<file path="src/rtl/core/xcafv_pkg.sv">
package xcafv_pkg;

   // Characters that frame the message and form the checksum marker.
   localparam logic [7:0] CHAR_FRAME_OPEN  = 8'h3C;
   localparam logic [7:0] CHAR_FRAME_CLOSE = 8'h3E;
   localparam logic [7:0] CHAR_COMMA       = 8'h2C;
   localparam logic [7:0] CHAR_UPPER_C     = 8'h43;
   localparam logic [7:0] CHAR_UPPER_S     = 8'h53;
   localparam logic [7:0] CHAR_COLON       = 8'h3A;

   // Shortest legal message: open, three payload bytes, close.
   localparam int MIN_FRAME_BYTES = 5;

   // Status codes reported with each result.
   typedef enum logic [2:0] {
      STATUS_OK        = 3'd0,
      STATUS_BAD_START = 3'd1,
      STATUS_BAD_END   = 3'd2,
      STATUS_TOO_LONG  = 3'd3,
      STATUS_NO_SUM    = 3'd4,
      STATUS_MISMATCH  = 3'd5
   } status_type;

   // How much of the ",CS:" marker has matched so far.
   typedef enum logic [1:0] {
      MARK_NONE  = 2'd0,
      MARK_COMMA = 2'd1,
      MARK_C     = 2'd2,
      MARK_S     = 2'd3
   } mark_type;

   // One input byte as held in the input register.
   typedef struct packed {
      logic [7:0] msg_byte;
      logic       final_byte;
   } item_type;

   // One status result.
   typedef struct packed {
      status_type status;
      logic [7:0] received_sum;
      logic [7:0] computed_sum;
   } result_type;

   // Decoded hex digit.
   typedef struct packed {
      logic       valid;
      logic [3:0] value;
   } hex_digit_type;

   // Decodes an ASCII hex digit, upper or lower case.
   function automatic hex_digit_type hex_decode(input logic [7:0] b);
      hex_digit_type d;
      d.valid = 1'b1;
      d.value = 4'd0;
      if (b >= 8'h30 && b <= 8'h39) begin
         d.value = 4'(b - 8'h30);
      end else if (b >= 8'h41 && b <= 8'h46) begin
         d.value = 4'(b - 8'h37);
      end else if (b >= 8'h61 && b <= 8'h66) begin
         d.value = 4'(b - 8'h57);
      end else begin
         d.valid = 1'b0;
      end
      return d;
   endfunction

endpackage

</file>
<file path="src/rtl/core/xcafv_in_stage.sv">
module xcafv_in_stage
   import xcafv_pkg::*;
(
   input  logic     clock,
   input  logic     reset,
   input  logic     req_valid,
   output logic     req_ready,
   input  item_type req_item,
   input  logic     advance,
   output logic     item_valid,
   output item_type item
);

   logic     valid_ff;
   logic     valid_in;
   item_type item_ff;

   // The register takes a new byte when it is empty or its byte moves on.
   assign req_ready = !valid_ff || advance;

   always_comb begin
      valid_in = valid_ff;
      if (req_ready) begin
         valid_in = req_valid;
      end
   end

   always_ff @(posedge clock) begin
      if (reset) begin
         valid_ff <= 1'b0;
      end else begin
         valid_ff <= valid_in;
      end
   end

   // Payload needs no reset.
   always_ff @(posedge clock) begin
      if (req_valid && req_ready) begin
         item_ff <= req_item;
      end
   end

   assign item_valid = valid_ff;
   assign item       = item_ff;

endmodule

</file>
<file path="src/rtl/core/xcafv_frame_check.sv">
module xcafv_frame_check
   import xcafv_pkg::*;
#(
   parameter int MAX_FRAME_BYTES = 256
) (
   input  logic       clock,
   input  logic       reset,
   input  logic       step,
   input  item_type   item,
   output result_type result
);

   localparam int CNT_W = $clog2(MAX_FRAME_BYTES + 3);

   logic [CNT_W-1:0] byte_count_ff, byte_count_in;
   logic             start_seen_ff, start_seen_in;
   logic [7:0]       running_xor_ff, running_xor_in;
   logic [7:0]       xor_before_comma_ff, xor_before_comma_in;
   mark_type         mark_ff, mark_in;
   logic             marker_found_ff, marker_found_in;
   logic [7:0]       frozen_sum_ff, frozen_sum_in;
   logic [7:0]       hex_value_ff, hex_value_in;
   logic             hex_open_ff, hex_open_in;

   logic          first_byte;
   logic          start_ok;
   logic [7:0]    b;
   hex_digit_type digit;

   assign b          = item.msg_byte;
   assign first_byte = (byte_count_ff == '0);
   assign digit      = hex_decode(b);

   // State update for one byte; a final byte returns everything to reset.
   always_comb begin
      byte_count_in       = byte_count_ff;
      start_seen_in       = start_seen_ff;
      running_xor_in      = running_xor_ff;
      xor_before_comma_in = xor_before_comma_ff;
      mark_in             = mark_ff;
      marker_found_in     = marker_found_ff;
      frozen_sum_in       = frozen_sum_ff;
      hex_value_in        = hex_value_ff;
      hex_open_in         = hex_open_ff;
      if (item.final_byte) begin
         byte_count_in       = '0;
         start_seen_in       = 1'b0;
         running_xor_in      = 8'd0;
         xor_before_comma_in = 8'd0;
         mark_in             = MARK_NONE;
         marker_found_in     = 1'b0;
         frozen_sum_in       = 8'd0;
         hex_value_in        = 8'd0;
         hex_open_in         = 1'b0;
      end else begin
         if (byte_count_ff < CNT_W'(MAX_FRAME_BYTES + 2)) begin
            byte_count_in = byte_count_ff + 1'b1;
         end
         if (first_byte) begin
            start_seen_in = (b == CHAR_FRAME_OPEN);
         end else begin
            running_xor_in = running_xor_ff ^ b;
            if (marker_found_ff) begin
               // Collect hex digits until the first byte that is not one.
               if (hex_open_ff) begin
                  if (digit.valid) begin
                     hex_value_in = {hex_value_ff[3:0], digit.value};
                  end else begin
                     hex_open_in = 1'b0;
                  end
               end
            end else if (mark_ff == MARK_COMMA && b == CHAR_UPPER_C) begin
               mark_in = MARK_C;
            end else if (mark_ff == MARK_C && b == CHAR_UPPER_S) begin
               mark_in = MARK_S;
            end else if (mark_ff == MARK_S && b == CHAR_COLON) begin
               marker_found_in = 1'b1;
               frozen_sum_in   = xor_before_comma_ff;
               hex_value_in    = 8'd0;
               hex_open_in     = 1'b1;
               mark_in         = MARK_NONE;
            end else if (b == CHAR_COMMA) begin
               // A comma always starts a new candidate marker.
               xor_before_comma_in = running_xor_ff;
               mark_in             = MARK_COMMA;
            end else begin
               mark_in = MARK_NONE;
            end
         end
      end
   end

   always_ff @(posedge clock) begin
      if (reset) begin
         byte_count_ff       <= '0;
         start_seen_ff       <= 1'b0;
         running_xor_ff      <= 8'd0;
         xor_before_comma_ff <= 8'd0;
         mark_ff             <= MARK_NONE;
         marker_found_ff     <= 1'b0;
         frozen_sum_ff       <= 8'd0;
         hex_value_ff        <= 8'd0;
         hex_open_ff         <= 1'b0;
      end else if (step) begin
         byte_count_ff       <= byte_count_in;
         start_seen_ff       <= start_seen_in;
         running_xor_ff      <= running_xor_in;
         xor_before_comma_ff <= xor_before_comma_in;
         mark_ff             <= mark_in;
         marker_found_ff     <= marker_found_in;
         frozen_sum_ff       <= frozen_sum_in;
         hex_value_ff        <= hex_value_in;
         hex_open_ff         <= hex_open_in;
      end
   end

   // Status of a frame that ends with this byte, checks in priority order.
   assign start_ok = first_byte ? (b == CHAR_FRAME_OPEN) : start_seen_ff;

   always_comb begin
      result.received_sum = 8'd0;
      result.computed_sum = 8'd0;
      if (!start_ok) begin
         result.status = STATUS_BAD_START;
      end else if (byte_count_ff < CNT_W'(MIN_FRAME_BYTES - 1) || b != CHAR_FRAME_CLOSE) begin
         result.status = STATUS_BAD_END;
      end else if (byte_count_ff >= CNT_W'(MAX_FRAME_BYTES + 1)) begin
         result.status = STATUS_TOO_LONG;
      end else if (!marker_found_ff) begin
         result.status = STATUS_NO_SUM;
      end else begin
         result.received_sum = hex_value_ff;
         result.computed_sum = frozen_sum_ff;
         result.status = (hex_value_ff == frozen_sum_ff) ? STATUS_OK : STATUS_MISMATCH;
      end
   end

endmodule

</file>
<file path="src/rtl/core/xcafv_out_stage.sv">
module xcafv_out_stage
   import xcafv_pkg::*;
(
   input  logic       clock,
   input  logic       reset,
   input  logic       load,
   input  result_type result,
   output logic       busy,
   output logic       rsp_valid,
   input  logic       rsp_ready,
   output result_type rsp_result
);

   logic       valid_ff;
   logic       valid_in;
   result_type result_ff;

   // Busy while a result waits and is not taken in this cycle.
   assign busy = valid_ff && !rsp_ready;

   always_comb begin
      valid_in = valid_ff;
      if (load) begin
         valid_in = 1'b1;
      end else if (rsp_ready) begin
         valid_in = 1'b0;
      end
   end

   always_ff @(posedge clock) begin
      if (reset) begin
         valid_ff <= 1'b0;
      end else begin
         valid_ff <= valid_in;
      end
   end

   always_ff @(posedge clock) begin
      if (load) begin
         result_ff <= result;
      end
   end

   assign rsp_valid  = valid_ff;
   assign rsp_result = result_ff;

endmodule

</file>
<file path="src/rtl/core/xor_checked_ascii_frame_validator_top.sv">
// Frame validator for ASCII messages of the form "<payload>" with an XOR
// checksum given as hex digits after a ",CS:" marker in the payload.
// The req channel takes one message byte per transaction, with
// req_final_byte high on the last byte of a message. Only the last byte
// yields a transaction on the rsp channel: a status code and, for an ok or
// mismatch status, the received and computed checksums (zero otherwise).
// Throughput is one byte per cycle unless a final byte waits on a busy result
// register: the per-byte work is a compare, an XOR and a hex digit shift
// between the input register and the result register. A final byte is held
// in the input register, and its result in the result register, which drives rsp_valid.
// When the receiver stalls, the result register holds its transaction; the
// byte after it in the input register keeps moving if it is not a final
// byte, and a final byte waits there until the result register frees up.
// Reset empties both registers and clears all frame state; the next byte accepted
// is taken as the first byte of a new message. After each final byte the
// frame state returns to its reset value on its own.
module xor_checked_ascii_frame_validator_top
   import xcafv_pkg::*;
#(
   parameter int MAX_FRAME_BYTES = 256
) (
   input  logic       clock,
   input  logic       reset,
   input  logic       req_valid,
   output logic       req_ready,
   input  logic [7:0] req_msg_byte,
   input  logic       req_final_byte,
   output logic       rsp_valid,
   input  logic       rsp_ready,
   output logic [2:0] rsp_status,
   output logic [7:0] rsp_received_sum,
   output logic [7:0] rsp_computed_sum
);

   item_type   req_item;
   item_type   item;
   logic       item_valid;
   logic       advance;
   logic       out_busy;
   result_type result;
   result_type rsp_result;

   assign req_item.msg_byte   = req_msg_byte;
   assign req_item.final_byte = req_final_byte;

   // A byte moves on unless it is a final byte facing a result register that is full and not taken.
   assign advance = item_valid && !(item.final_byte && out_busy);

   xcafv_in_stage u_in_stage (
      .clock      (clock),
      .reset      (reset),
      .req_valid  (req_valid),
      .req_ready  (req_ready),
      .req_item   (req_item),
      .advance    (advance),
      .item_valid (item_valid),
      .item       (item)
   );

   xcafv_frame_check #(
      .MAX_FRAME_BYTES (MAX_FRAME_BYTES)
   ) u_frame_check (
      .clock  (clock),
      .reset  (reset),
      .step   (advance),
      .item   (item),
      .result (result)
   );

   xcafv_out_stage u_out_stage (
      .clock      (clock),
      .reset      (reset),
      .load       (advance && item.final_byte),
      .result     (result),
      .busy       (out_busy),
      .rsp_valid  (rsp_valid),
      .rsp_ready  (rsp_ready),
      .rsp_result (rsp_result)
   );

   assign rsp_status       = rsp_result.status;
   assign rsp_received_sum = rsp_result.received_sum;
   assign rsp_computed_sum = rsp_result.computed_sum;

endmodule

</file>
<file path="config.mk">
export PLATFORM = sky130hd
export DESIGN_NAME = xor_checked_ascii_frame_validator_top
export DESIGN_NICKNAME = d
export VERILOG_FILES = /design/src/rtl/core/xcafv_pkg.sv /design/src/rtl/core/xcafv_in_stage.sv /design/src/rtl/core/xcafv_frame_check.sv /design/src/rtl/core/xcafv_out_stage.sv /design/src/rtl/core/xor_checked_ascii_frame_validator_top.sv
export SDC_FILE = /design/constraint.sdc
export NUM_CORES = 1
export LEC_CHECK = 0
export ABC_AREA = 0
export BUFFER_PORTS_ARGS = -buffer_cell sky130_fd_sc_hd__buf_2
export CAP_MARGIN = 20
export CELL_PAD_IN_SITES_DETAIL_PLACEMENT = 0
export CELL_PAD_IN_SITES_GLOBAL_PLACEMENT = 1
export CORE_UTILIZATION = 29
export DETAILED_ROUTE_END_ITERATION = 10
export PLACE_DENSITY_LB_ADDON = 0.08
export SLEW_MARGIN = 20
export SYNTH_ARGS = -nofsm -noshare
export SYNTH_HDL_FRONTEND = slang
export SYNTH_SLANG_ARGS = --single-unit
</file>
<file path="constraint.sdc">
create_clock -name clock -period 2.4 [get_ports clock]
set_input_delay 0.24 -clock clock [delete_from_list [all_inputs] [get_ports clock]]
set_output_delay 0.24 -clock clock [all_outputs]
set_load 0.02 [all_outputs]
</file>
==> results of run 1 <==
worst max-delay path: cells and delay by family, from the launching register on:
kind            cells  cell delay [ps]
compound gates      1              210
flops               1              320
simple gates        5             1780
final cells by class:
type	instances	area, um^2
Clock buffer	14	264
Clock inverter	2	33.8
Fill cell	1195	7150
Inverter	10	37.5
Multi-Input combinational cell	238	1520
Sequential cell	76	1800
Tap cell	143	179
Timing Repair Buffer	69	435
routing by layer:
metal	global-route usage, %	vias to the layer above	routed length [um]	share of wire, %
li1	-	1354	-	-
met2	26.2	40	4010	48
met4	7.05	0	166	2.0
met3	2.65	12	202	2.4
met5	0	-	0	0
met1	19.3	1191	4000	48
placed cells by master, fill, tap and decap left out, drive strengths merged, types with 9 or more instances in the layout:
master  instances
dfxtp          48
nor2           30
inv             9
nand2          30
edfxtp         28
nand4          13
a21oi          27
clkbuf         14
xor2           20
buf            69
o21ai          15
and2           17
power by group through the flow:
stage	Sequential [mW]	Combinational (mW)	Clock, mW
floorplan	1.43	0.0877	0
global placement	1.41	0.179	0
detailed placement	1.41	0.179	0
CTS	1.38	0.180	1.40
global route	1.39	0.200	1.44
finish	1.38	0.179	1.36
worst paths after layout:
kind / start / endpoint / slack (ps) / cells past startpoint
setup / recovery: u_frame_check.byte_count_ff[5] / u_out_stage.rsp_result[12] / -50 / 6
hold / removal: req_msg_byte[7] / u_in_stage.item[8] / 80 / 1
setup reg to reg: u_frame_check.byte_count_ff[5] / u_out_stage.rsp_result[12] / -50 / 6
hold reg to reg: u_frame_check.frozen_sum_ff[1] / u_frame_check.frozen_sum_ff[1] / 480 / 2
registers in the layout (all words and copies together) (netlist names):
register,count
u_in_stage.item,9
u_frame_check.hex_value_ff,8
u_frame_check.marker_found_ff,1
u_frame_check.mark_ff,2
u_frame_check.running_xor_ff,8
u_frame_check.xor_before_comma_ff,8
u_frame_check.start_seen_ff,1
u_out_stage.rsp_valid,1
u_in_stage.item_valid,1
u_out_stage.rsp_result,19
u_frame_check.frozen_sum_ff,8
u_frame_check.byte_count_ff,9
u_frame_check.hex_open_ff,1
what timing repair did:
item | in CTS | in global routing
gates resized for setup | 0 | 5
hold buffers | 0 | 0
cloned | 0 | 0
endpoints found under the setup margin | 16 | 37
pin swaps | 1 | 2
kinds of logic after synthesis:
family                     count (synthesis)  synth area share (%)
AOI/OAI and AO/OA                         73                  13.7
xor gates and xnor gates                  21                  5.42
adders and majority gates                  7                  2.58
buffers and inverters                     25                  3.03
DFF                                       76                  53.1
muxes                                      1                 0.295
and+or+nand+nor                          136                  21.8
==> summary.md, run 1 <==
| Metric | Value |
|---|---|
| Total gr overflow | `0` |
| Synth top cells by count | `dfxtp_1, nand2_1, nor2_1, edfxtp_1, a21oi_1` |
| Internal Pwr Total | `2.29 mW` |
| Initial Util | `just under 30%` |
| IO buf count | `33` |
| Rel. slew slack | `approximately two fifths` |
| Largest net degree at the start of global routing | `31` |
| VDD IR max | `0.228 mV` |
| Total GRT Usage | `around 16%` |
| RD Place Congestion | `just under 0.7` |
| Pre-CTS WS | `-38.4 ps` |
| Iter 0 DRT Violations | `79` |
| Overall power | `2.93 mW` |
| CP endpoint kind | `register` |
| Hpwl dp | `approximately 6300 um` |
| Power share of the clock group | `46.6%` |
| Register area share after synthesis | `53.1%` |
| Period utilisation layout | `102%` |
| Placement Cell Area | `3950 um^2` |
| Syn nets | `359` |
| Synth top area cells | `dfxtp_1, edfxtp_1, xor2_1, a21oi_1, nand2_1` |
| Pwr/cell area | `685 nW/um^2` |
| Switching pwr | `approximately 0.63 mW` |
| Status | `complete, but fails checks` |
| Most frequent cell after synthesis | `dfxtp_1` |
| Routed Antenna Nets | `0` |
| # IOs | `34` |
| Setup CP Type | `register to register` |
| Die H | `110 um` |
| Mapped Avg Cell Area | `10.0 um^2` |
| CTS Buf Count | `9` |
| DRC viols | `0` |
| Max Slew Vio Count | `0` |
| Synth warnings | `0` |
| First-pass GRT wire length | `13900 um` |
| Startpoint types | `register` |
| Post-CTS Repair Setup Buffers | `0` |
| Clk Tree Root Cell | `clkbuf_16` |
| Leak | `1.64 nW` |
| HP Class | `input pin to register` |
| CTS clk-pin slew, worst paths | `60 ps` |
| Most used cell, CP | `or4_4` |
| DR vias | `2597` |
| Max-Cap Viols | `0` |
| Synth unique cells | `54` |
| Worst clock skew | `5.19 ps` |
| Yosys top cell by area | `dfxtp_1` |
| Layout area overhead | `25.9%` |
| Synth Register Bits | `76` |
| Final setup violation count | `16` |
| Worst Path Max Fanout | `16` |
| Ordered cell list for the critical path | `or4_4, or4_4, or3_4, a211oi_4, and3_4, and2_1` |
| WL final | `~8400 um` |
| Count of final hold-check violations | `0` |
| Cell row count | `39` |
| Vias per cell | `between 4 and 5` |
| Final setup TNS | `-537 ps` |
| Nets | `between 400 and 500` |
| Sw Ratio | `21.7%` |
| Top FF cell, synth | `dfxtp_1` |
| Least-Margin Pin Slew | `894 ps` |
| Cells after synthesis | `339` |
| Clock Sinks | `76` |
| Hold WS | `between 70 and 80 ps` |
| Worst Path Arrival | `roughly 2700 ps` |
| Clock tree from TritonCTS | `built` |
| Max stage delay on crit path | `530 ps` |
| Post-synth EDFFs | `28` |
| Die area | `roughly 12000 um^2` |
| H-tree depth | `3` |
| CTS Buffer Depth | `2` |
| Share of the synthesized area in the top cell type | `28.3%` |
| Initial antenna violation count | `0` |
| Worst setup margin | `-51.8 ps` |
| Post-synthesis cell area | `3390 um^2` |
| Minimum clock period | `2450 ps` |
| Clk_lat worst skew | `330 ps` |
| Fin area | `4270 um^2` |
| Post-layout util | `37.4%` |
| Antenna cells | `0` |
| Post-Place Cells | `between 500 and 600` |
| Slowest cell on crit path | `or4_4` |
| Placeable Area | `11400 um^2` |
| Ys async rst share | `0%` |
| Fmax | `around 410 MHz` |
| Vias in the first global route | `2665` |
| Sequential power share | `a little under half` |
| Layout cell share with drive strength beyond 1 | `between 20% and 30%` |
| Post-Layout Cell Count | `~550` |
| Drt wl/cell | `15.2 um` |
| Critical Path RT | `2600 ps` |
| Comb pwr share | `6.1%` |
| RSZ-0062 raised after global routing | `true` |
| Die W | `110 um` |
| DRT Pass-1 Iters | `4` |
| Failing checks | `negative setup slack` |
No activity file was read; power rests on OpenSTA's default activity.
==> run 2, diff against run 1 <==
--- a/config.mk
+++ b/config.mk
@@ -12,6 +12,7 @@
 export CELL_PAD_IN_SITES_GLOBAL_PLACEMENT = 1
 export CORE_UTILIZATION = 29
 export DETAILED_ROUTE_END_ITERATION = 10
+export GPL_TIMING_DRIVEN = 0
 export PLACE_DENSITY_LB_ADDON = 0.08
 export SLEW_MARGIN = 20
 export SYNTH_ARGS = -nofsm -noshare
==> run 2 against run 1 <==
Net effect:
- the flow still finishes with violations (negative setup slack)
- utilization increased by 0.69 points
- design area is 1.8% higher
- die area is the same
- clock power decreased by 8%
- clock skew up 1.3 ps
- hold slack worse by 1.3 ps
- critical path type unchanged
- largest cell class unchanged
==> summary.md, run 2 (same netlist as run 1, synthesis figures left out) <==
| Metric | Value |
|---|---|
| Drt wl/cell | `15.8 um (+4.1%)` |
| FF/Latch Area | `1810 um^2 (+0.21%)` |
| Count of final hold-check violations | `0 (unchanged)` |
| Buf/Inv on CP | `1 (+1)` |
| DR vias | `2634 (+1.4%)` |
| Most common cell after layout, fill and taps aside | `dfxtp_1` |
| Multi-input logic area | `1670 um^2 (+9.9%)` |
| First-pass GRT wire length | `13600 um (-2.5%)` |
| WL final | `8670 um (+3.5%)` |
| Startpoint types | `register` |
| CTS Buf Count | `9 (unchanged)` |
| Antenna cells | `0 (unchanged)` |
| # hold bufs at CTS | `0 (unchanged)` |
| H-tree depth | `3 (unchanged)` |
| Cell row count | `39 (unchanged)` |
| Routed Antenna Nets | `0 (unchanged)` |
| CP delay by family, top | `simple AND/OR/NAND/NOR gates` |
| CP endpoint kind | `register` |
| Most frequent cells in the layout | `dfxtp_1, buf_2, nand2_1, nor2_1, edfxtp_1` |
| Layout area overhead | `28.2%` |
| Max stage delay on crit path | `530 ps (about the same)` |
| Pwr/cell area | `650 nW/um^2 (-5.2%)` |
| VDD IR max | `0.290 mV (+27%)` |
| Clock Sinks | `76 (unchanged)` |
| Hpwl dp | `6070 um (-3.1%)` |
| Failing checks | `negative setup slack` |
| Die H | `110 um (unchanged)` |
| Vias per cell | `4.80 (+2.0%)` |
| Critical Path RT | `2600 ps (about the same)` |
| Placeable Area | `11400 um^2 (unchanged)` |
| Layout cell share with drive strength beyond 1 | `27.6% (+3.1 points)` |
| Iter 0 DRT Violations | `87 (+10%)` |
| RD Place Congestion | `0.783 (+12%)` |
| Minimum clock period | `2530 ps (+80.9 ps)` |
| CTS clk-pin slew, worst paths | `60 ps (about the same)` |
| Worst clock skew | `6.53 ps (+1.34 ps)` |
| Hold WS | `77.3 ps (-1.33 ps)` |
| Clock tree from TritonCTS | `built` |
| HP Class | `input pin to register` |
| Setup CP Type | `register to register` |
| DRT Pass-1 Iters | `4 (unchanged)` |
| Status | `complete, but fails checks` |
| Period utilisation layout | `106% (+3.4 points)` |
| Most used cell, CP | `or4_4` |
| Slowest cell on crit path | `or4_4` |
| Pre-CTS WS | `-547 ps (-508 ps)` |
| # IOs | `34 (unchanged)` |
| Max-Cap Viols | `0 (unchanged)` |
| Fmax | `395 MHz (-3.2%)` |
| Die W | `110 um (unchanged)` |
| Largest register FFs | `19 (unchanged)` |
| Max Slew Vio Count | `0 (unchanged)` |
| Total gr overflow | `0 (unchanged)` |
| Worst Path Arrival | `2740 ps (+90 ps)` |
| Total GRT Usage | `15.3% (-0.16 points)` |
| CTS Buffer Depth | `2 (unchanged)` |
| Rel. slew slack | `34.1% (-6.0 points)` |
| DRC viols | `0 (unchanged)` |
| FILL cells | `1210 (+1.3%)` |
| Ordered cell list for the critical path | `or4_4, or4_4, or3_4, a211oi_4, and3_4, buf_6, and2_1` |
| RSZ-0062 raised after global routing | `true` |
| Leak | `1.63 nW (-0.70%)` |
| Largest net degree at the start of global routing | `22 (-29%)` |
| Overall power | `2.82 mW (-3.5%)` |
| Clk_lat worst skew | `340 ps (about the same)` |
| Die area | `12100 um^2 (unchanged)` |
| Vias in the first global route | `2585 (-3.0%)` |
| Initial Util | `29.7% (unchanged)` |
| Worst Path Max Fanout | `5 (-11)` |
| Clk Tree Root Cell | `clkbuf_16` |
| IO buf count | `33 (unchanged)` |
| Worst setup margin | `-133 ps (-80.9 ps)` |
| Least-Margin Pin Slew | `979 ps (+85.6 ps)` |
| Final setup violation count | `17 (+1)` |
| Initial antenna violation count | `0 (unchanged)` |
| Nets | `421 (-0.71%)` |
run 2: changes by cell type in the layout (fill, tap and decap cells not counted), moves of 4 or more:
cell	change
a21oi_1	-5
a21oi_2	+4
and2_1	-4
clkbuf_1	+6
and2_4	+4
buf_4	-20
run 2: timing repair:
item / in CTS / in global routing
cloned: 1 / 1
buffers inserted: 14 / 4
gates resized for setup: 20 / 22
endpoints found under the setup margin: 38 / 55
pin swaps: 9 / 8
run 2: stage by stage:
| step | cell area (um^2) | utilization [%] | cells | setup TNS (ps) |
|---|---|---|---|---|
| 2_1_floorplan | 3400 | - | 339 | -368 |
| 3_3_place_gp | 3750 | 32.8 | 515 | -19690 |
| 3_5_place_dp | 3750 | 32.9 | 515 | -8300 |
| 4_1_cts | 4230 | 37.0 | 546 | -3100 |
| 5_1_grt | 4350 | 38.1 | 549 | -3240 |
| 6_report | 4350 | 38.1 | 549 | -2010 |
run 2: power by group:
part / switching, mW / total [mW] / internal (mW)
combinational: 0.121 / 0.186 / 0.0650
clock: 0.547 / 1.25 / 0.705
sequential: 0.0210 / 1.39 / 1.36
run 2: cell type report:
| type | instances | share of cell area, % |
|---|---|---|
| Buffer | 13 | 1.41 |
| Clock buffer | 11 | 5.35 |
| Multi-Input combinational cell | 239 | 38.3 |
| Tap cell | 143 | 4.12 |
| Sequential cell | 76 | 41.6 |
| Inverter | 10 | 0.863 |
| Clock inverter | 5 | 0.835 |
| Timing Repair Buffer | 52 | 7.54 |
run 2: layer usage:
layer	part of all wire, %	wire (um)	up-vias	track usage, %
met1	48	4120	1216	19.3
li1	-	-	1352	-
met4	1.9	168	0	7.42
met5	0	0	-	0
met3	3.4	299	10	2.47
met2	47	4080	56	25.6
run 2: path summary, 6_finish.rpt:
path / start / end / slack [ps] / cells after the start
max reg2reg: u_frame_check.byte_count_ff[3] / u_out_stage.rsp_result[7] / -130 / 7
min: req_msg_byte[7] / u_in_stage.item[8] / 80 / 1
max: u_frame_check.byte_count_ff[3] / u_out_stage.rsp_result[7] / -130 / 7
min reg2reg: u_frame_check.xor_before_comma_ff[7] / u_frame_check.xor_before_comma_ff[7] / 480 / 2
==> run 3, diff against run 2 <==
--- a/config.mk
+++ b/config.mk
@@ -10,10 +10,12 @@
 export CAP_MARGIN = 20
 export CELL_PAD_IN_SITES_DETAIL_PLACEMENT = 0
 export CELL_PAD_IN_SITES_GLOBAL_PLACEMENT = 1
+export CORE_ASPECT_RATIO = 0.8
 export CORE_UTILIZATION = 29
 export DETAILED_ROUTE_END_ITERATION = 10
 export GPL_TIMING_DRIVEN = 0
 export PLACE_DENSITY_LB_ADDON = 0.08
+export SKIP_CTS_REPAIR_TIMING = 1
 export SLEW_MARGIN = 20
 export SYNTH_ARGS = -nofsm -noshare
 export SYNTH_HDL_FRONTEND = slang
==> run 3 against run 2 <==
Net effect:
- the flow still finishes with violations (negative setup slack)
- combinational power grew 4%
- wire length grew 4.0%
- first-iteration DRC count grew 60%
- power grew 6.0%
- maximum frequency shrank 2.5%
- non-clock buffer count grew 4
- largest cell class unchanged
- highest routed layer unchanged
==> summary.md, run 3 (same netlist as run 1, synthesis figures left out) <==
| Metric | Value |
|---|---|
| Sw Ratio | `22.3% (-2.1 points)` |
| DRC viols | `0 (unchanged)` |
| Worst clock skew | `5.93 ps (-0.600 ps)` |
| Most common cell after layout, fill and taps aside | `dfxtp_1` |
| Largest register FFs | `19 (unchanged)` |
| Post-layout util | `39.8% (+1.7 points)` |
| Iter 0 DRT Violations | `139 (+60%)` |
| Initial antenna violation count | `0 (unchanged)` |
| Startpoint types | `register` |
| Max stage delay on crit path | `540 ps (about the same)` |
| Vias in the first global route | `2438 (-5.7%)` |
| Period utilisation layout | `108% (+2.7 points)` |
| Most frequent cells in the layout | `dfxtp_1, buf_2, nand2_1, nor2_1, edfxtp_1` |
| Die H | `98.7 um (-10%)` |
| CTS Buffer Depth | `2 (unchanged)` |
| CTS clk-pin slew, worst paths | `60 ps (about the same)` |
| Ordered cell list for the critical path | `or4_4, or4_4, or3_4, a211oi_4, and3_4, buf_12, and2_4` |
| Post-Place Cells | `518 (+0.58%)` |
| # IOs | `34 (unchanged)` |
| Vias per cell | `4.80 (about the same)` |
| Placeable Area | `11100 um^2 (-2.8%)` |
| First-pass GRT wire length | `13600 um (-0.21%)` |
| DRT Pass-1 Iters | `4 (unchanged)` |
| Setup CP Type | `register to register` |
| Drt wl/cell | `16.3 um (+3.1%)` |
| Minimum clock period | `2600 ps (+64.4 ps)` |
| Hold WS | `75.7 ps (-1.52 ps)` |
| Hpwl dp | `6440 um (+6.0%)` |
| Worst Path Max Fanout | `6 (+1)` |
| Internal Pwr Total | `2.33 mW (+9.0%)` |
| Clock tree from TritonCTS | `built` |
| Max Slew Vio Count | `0 (unchanged)` |
| Sequential power share | `46.3% (-2.8 points)` |
| Worst setup margin | `-197 ps (-64.4 ps)` |
| Total gr overflow | `0 (unchanged)` |
| Fmax | `385 MHz (-2.5%)` |
| Switching pwr | `0.668 mW (-3.0%)` |
| Die W | `123 um (+12%)` |
| RSZ-0062 raised after global routing | `true` |
| Critical Path RT | `2610 ps (about the same)` |
| Clk Tree Root Cell | `clkbuf_16` |
| WL final | `9020 um (+4.0%)` |
| Post-Layout Cell Count | `554 (+0.91%)` |
| IO buf count | `33 (unchanged)` |
| Die area | `12100 um^2 (about the same)` |
| Max-Cap Viols | `0 (unchanged)` |
| Layout cell share with drive strength beyond 1 | `27.6% (+0.042 points)` |
| RD Place Congestion | `0.743 (-5.1%)` |
| Routed Antenna Nets | `0 (unchanged)` |
| Layout area overhead | `30.3%` |
| Final setup violation count | `21 (+4)` |
| DR vias | `2659 (+0.95%)` |
| Buf/Inv on CP | `1 (unchanged)` |
| Clock Sinks | `76 (unchanged)` |
| Power share of the clock group | `47.2% (+2.9 points)` |
| Most used cell, CP | `or4_4` |
| CP endpoint kind | `register` |
| HP Class | `input pin to register` |
| Leak | `1.65 nW (+1.3%)` |
| VDD IR max | `0.383 mV (+32%)` |
| Failing checks | `negative setup slack` |
| Cell row count | `34 (-13%)` |
| Pwr/cell area | `678 nW/um^2 (+4.4%)` |
| Status | `complete, but fails checks` |
| Comb pwr share | `6.5% (about the same)` |
| Slowest cell on crit path | `or4_4` |
| Total GRT Usage | `15.3% (-0.020 points)` |
| H-tree depth | `3 (unchanged)` |
| Largest net degree at the start of global routing | `13 (-41%)` |
| CTS Buf Count | `9 (unchanged)` |
| Initial Util | `30.5% (+0.84 points)` |
| CP delay by family, top | `simple AND/OR/NAND/NOR gates` |
| Final setup TNS | `-3230 ps (-1210 ps)` |
| Clk_lat worst skew | `340 ps (about the same)` |
| Least-Margin Pin Slew | `571 ps (-408 ps)` |
| Worst Path Arrival | `2810 ps (+70 ps)` |
| Rel. slew slack | `61.6% (+27 points)` |
| Count of final hold-check violations | `0 (unchanged)` |
| Nets | `424 (+0.71%)` |
[run 3: changes by cell type in the layout (fill, tap and decap cells not counted), moves of 2 or more]
cell | previous run | this run
and2_1 | 13 | 15
o21ai_2 | 1 | 3
dfxtp_2 | 4 | 2
clkinv_2 | 1 | 3
and2_4 | 4 | 2
nor2_2 | 2 | 0
[run 3: path summary, 6_finish.rpt]
kind	start	endpoint	depth (start not counted)	slack [ps]
max	u_frame_check.byte_count_ff[3]	u_out_stage.rsp_result[13]	7	-200
min	req_msg_byte[2]	u_in_stage.item[3]	1	80
max reg2reg	u_frame_check.byte_count_ff[3]	u_out_stage.rsp_result[13]	7	-200
min reg2reg	u_frame_check.xor_before_comma_ff[7]	u_frame_check.xor_before_comma_ff[7]	2	470
[run 3: power by group through the flow]
stage / logic [mW] / registers [mW] / clock network [mW]
CTS: 0.163 / 1.39 / 1.45
detailed placement: 0.162 / 1.42 / 0
global placement: 0.158 / 1.42 / 0
floorplan: 0.0877 / 1.43 / 0
finish: 0.194 / 1.39 / 1.41
global route: 0.213 / 1.39 / 1.50
[run 3: layout make-up]
cell class	count	area [um^2]
diodes	1	2.50
plain buffers	15	71.3
clock buffers	12	268
clock inverters	4	45.0
fillers	1125	6690
inverters	10	37.5
multi-input cells	238	1660
flip-flops and latches	76	1810
well taps	144	180
repair buffers	54	348
[run 3: per-stage QoR]
stage / area, um^2 / setup WS, ps / power [mW]
2_1_floorplan: 3400 / -36.8 / 1.51
3_5_place_dp: 3780 / -328 / 1.58
4_1_cts: 4090 / -363 / 3.01
3_3_place_gp: 3750 / -969 / 1.58
5_1_grt: 4410 / -269 / 3.11
6_report: 4420 / -197 / 2.99
[run 3: per-layer routing]
layer	routed length, um	global-route usage (%)	up-vias
li1	-	-	1351
met1	4920	22.7	1268
met2	3740	21.0	33
met3	283	5.03	7
met4	76	3.94	0
met5	0	0	-
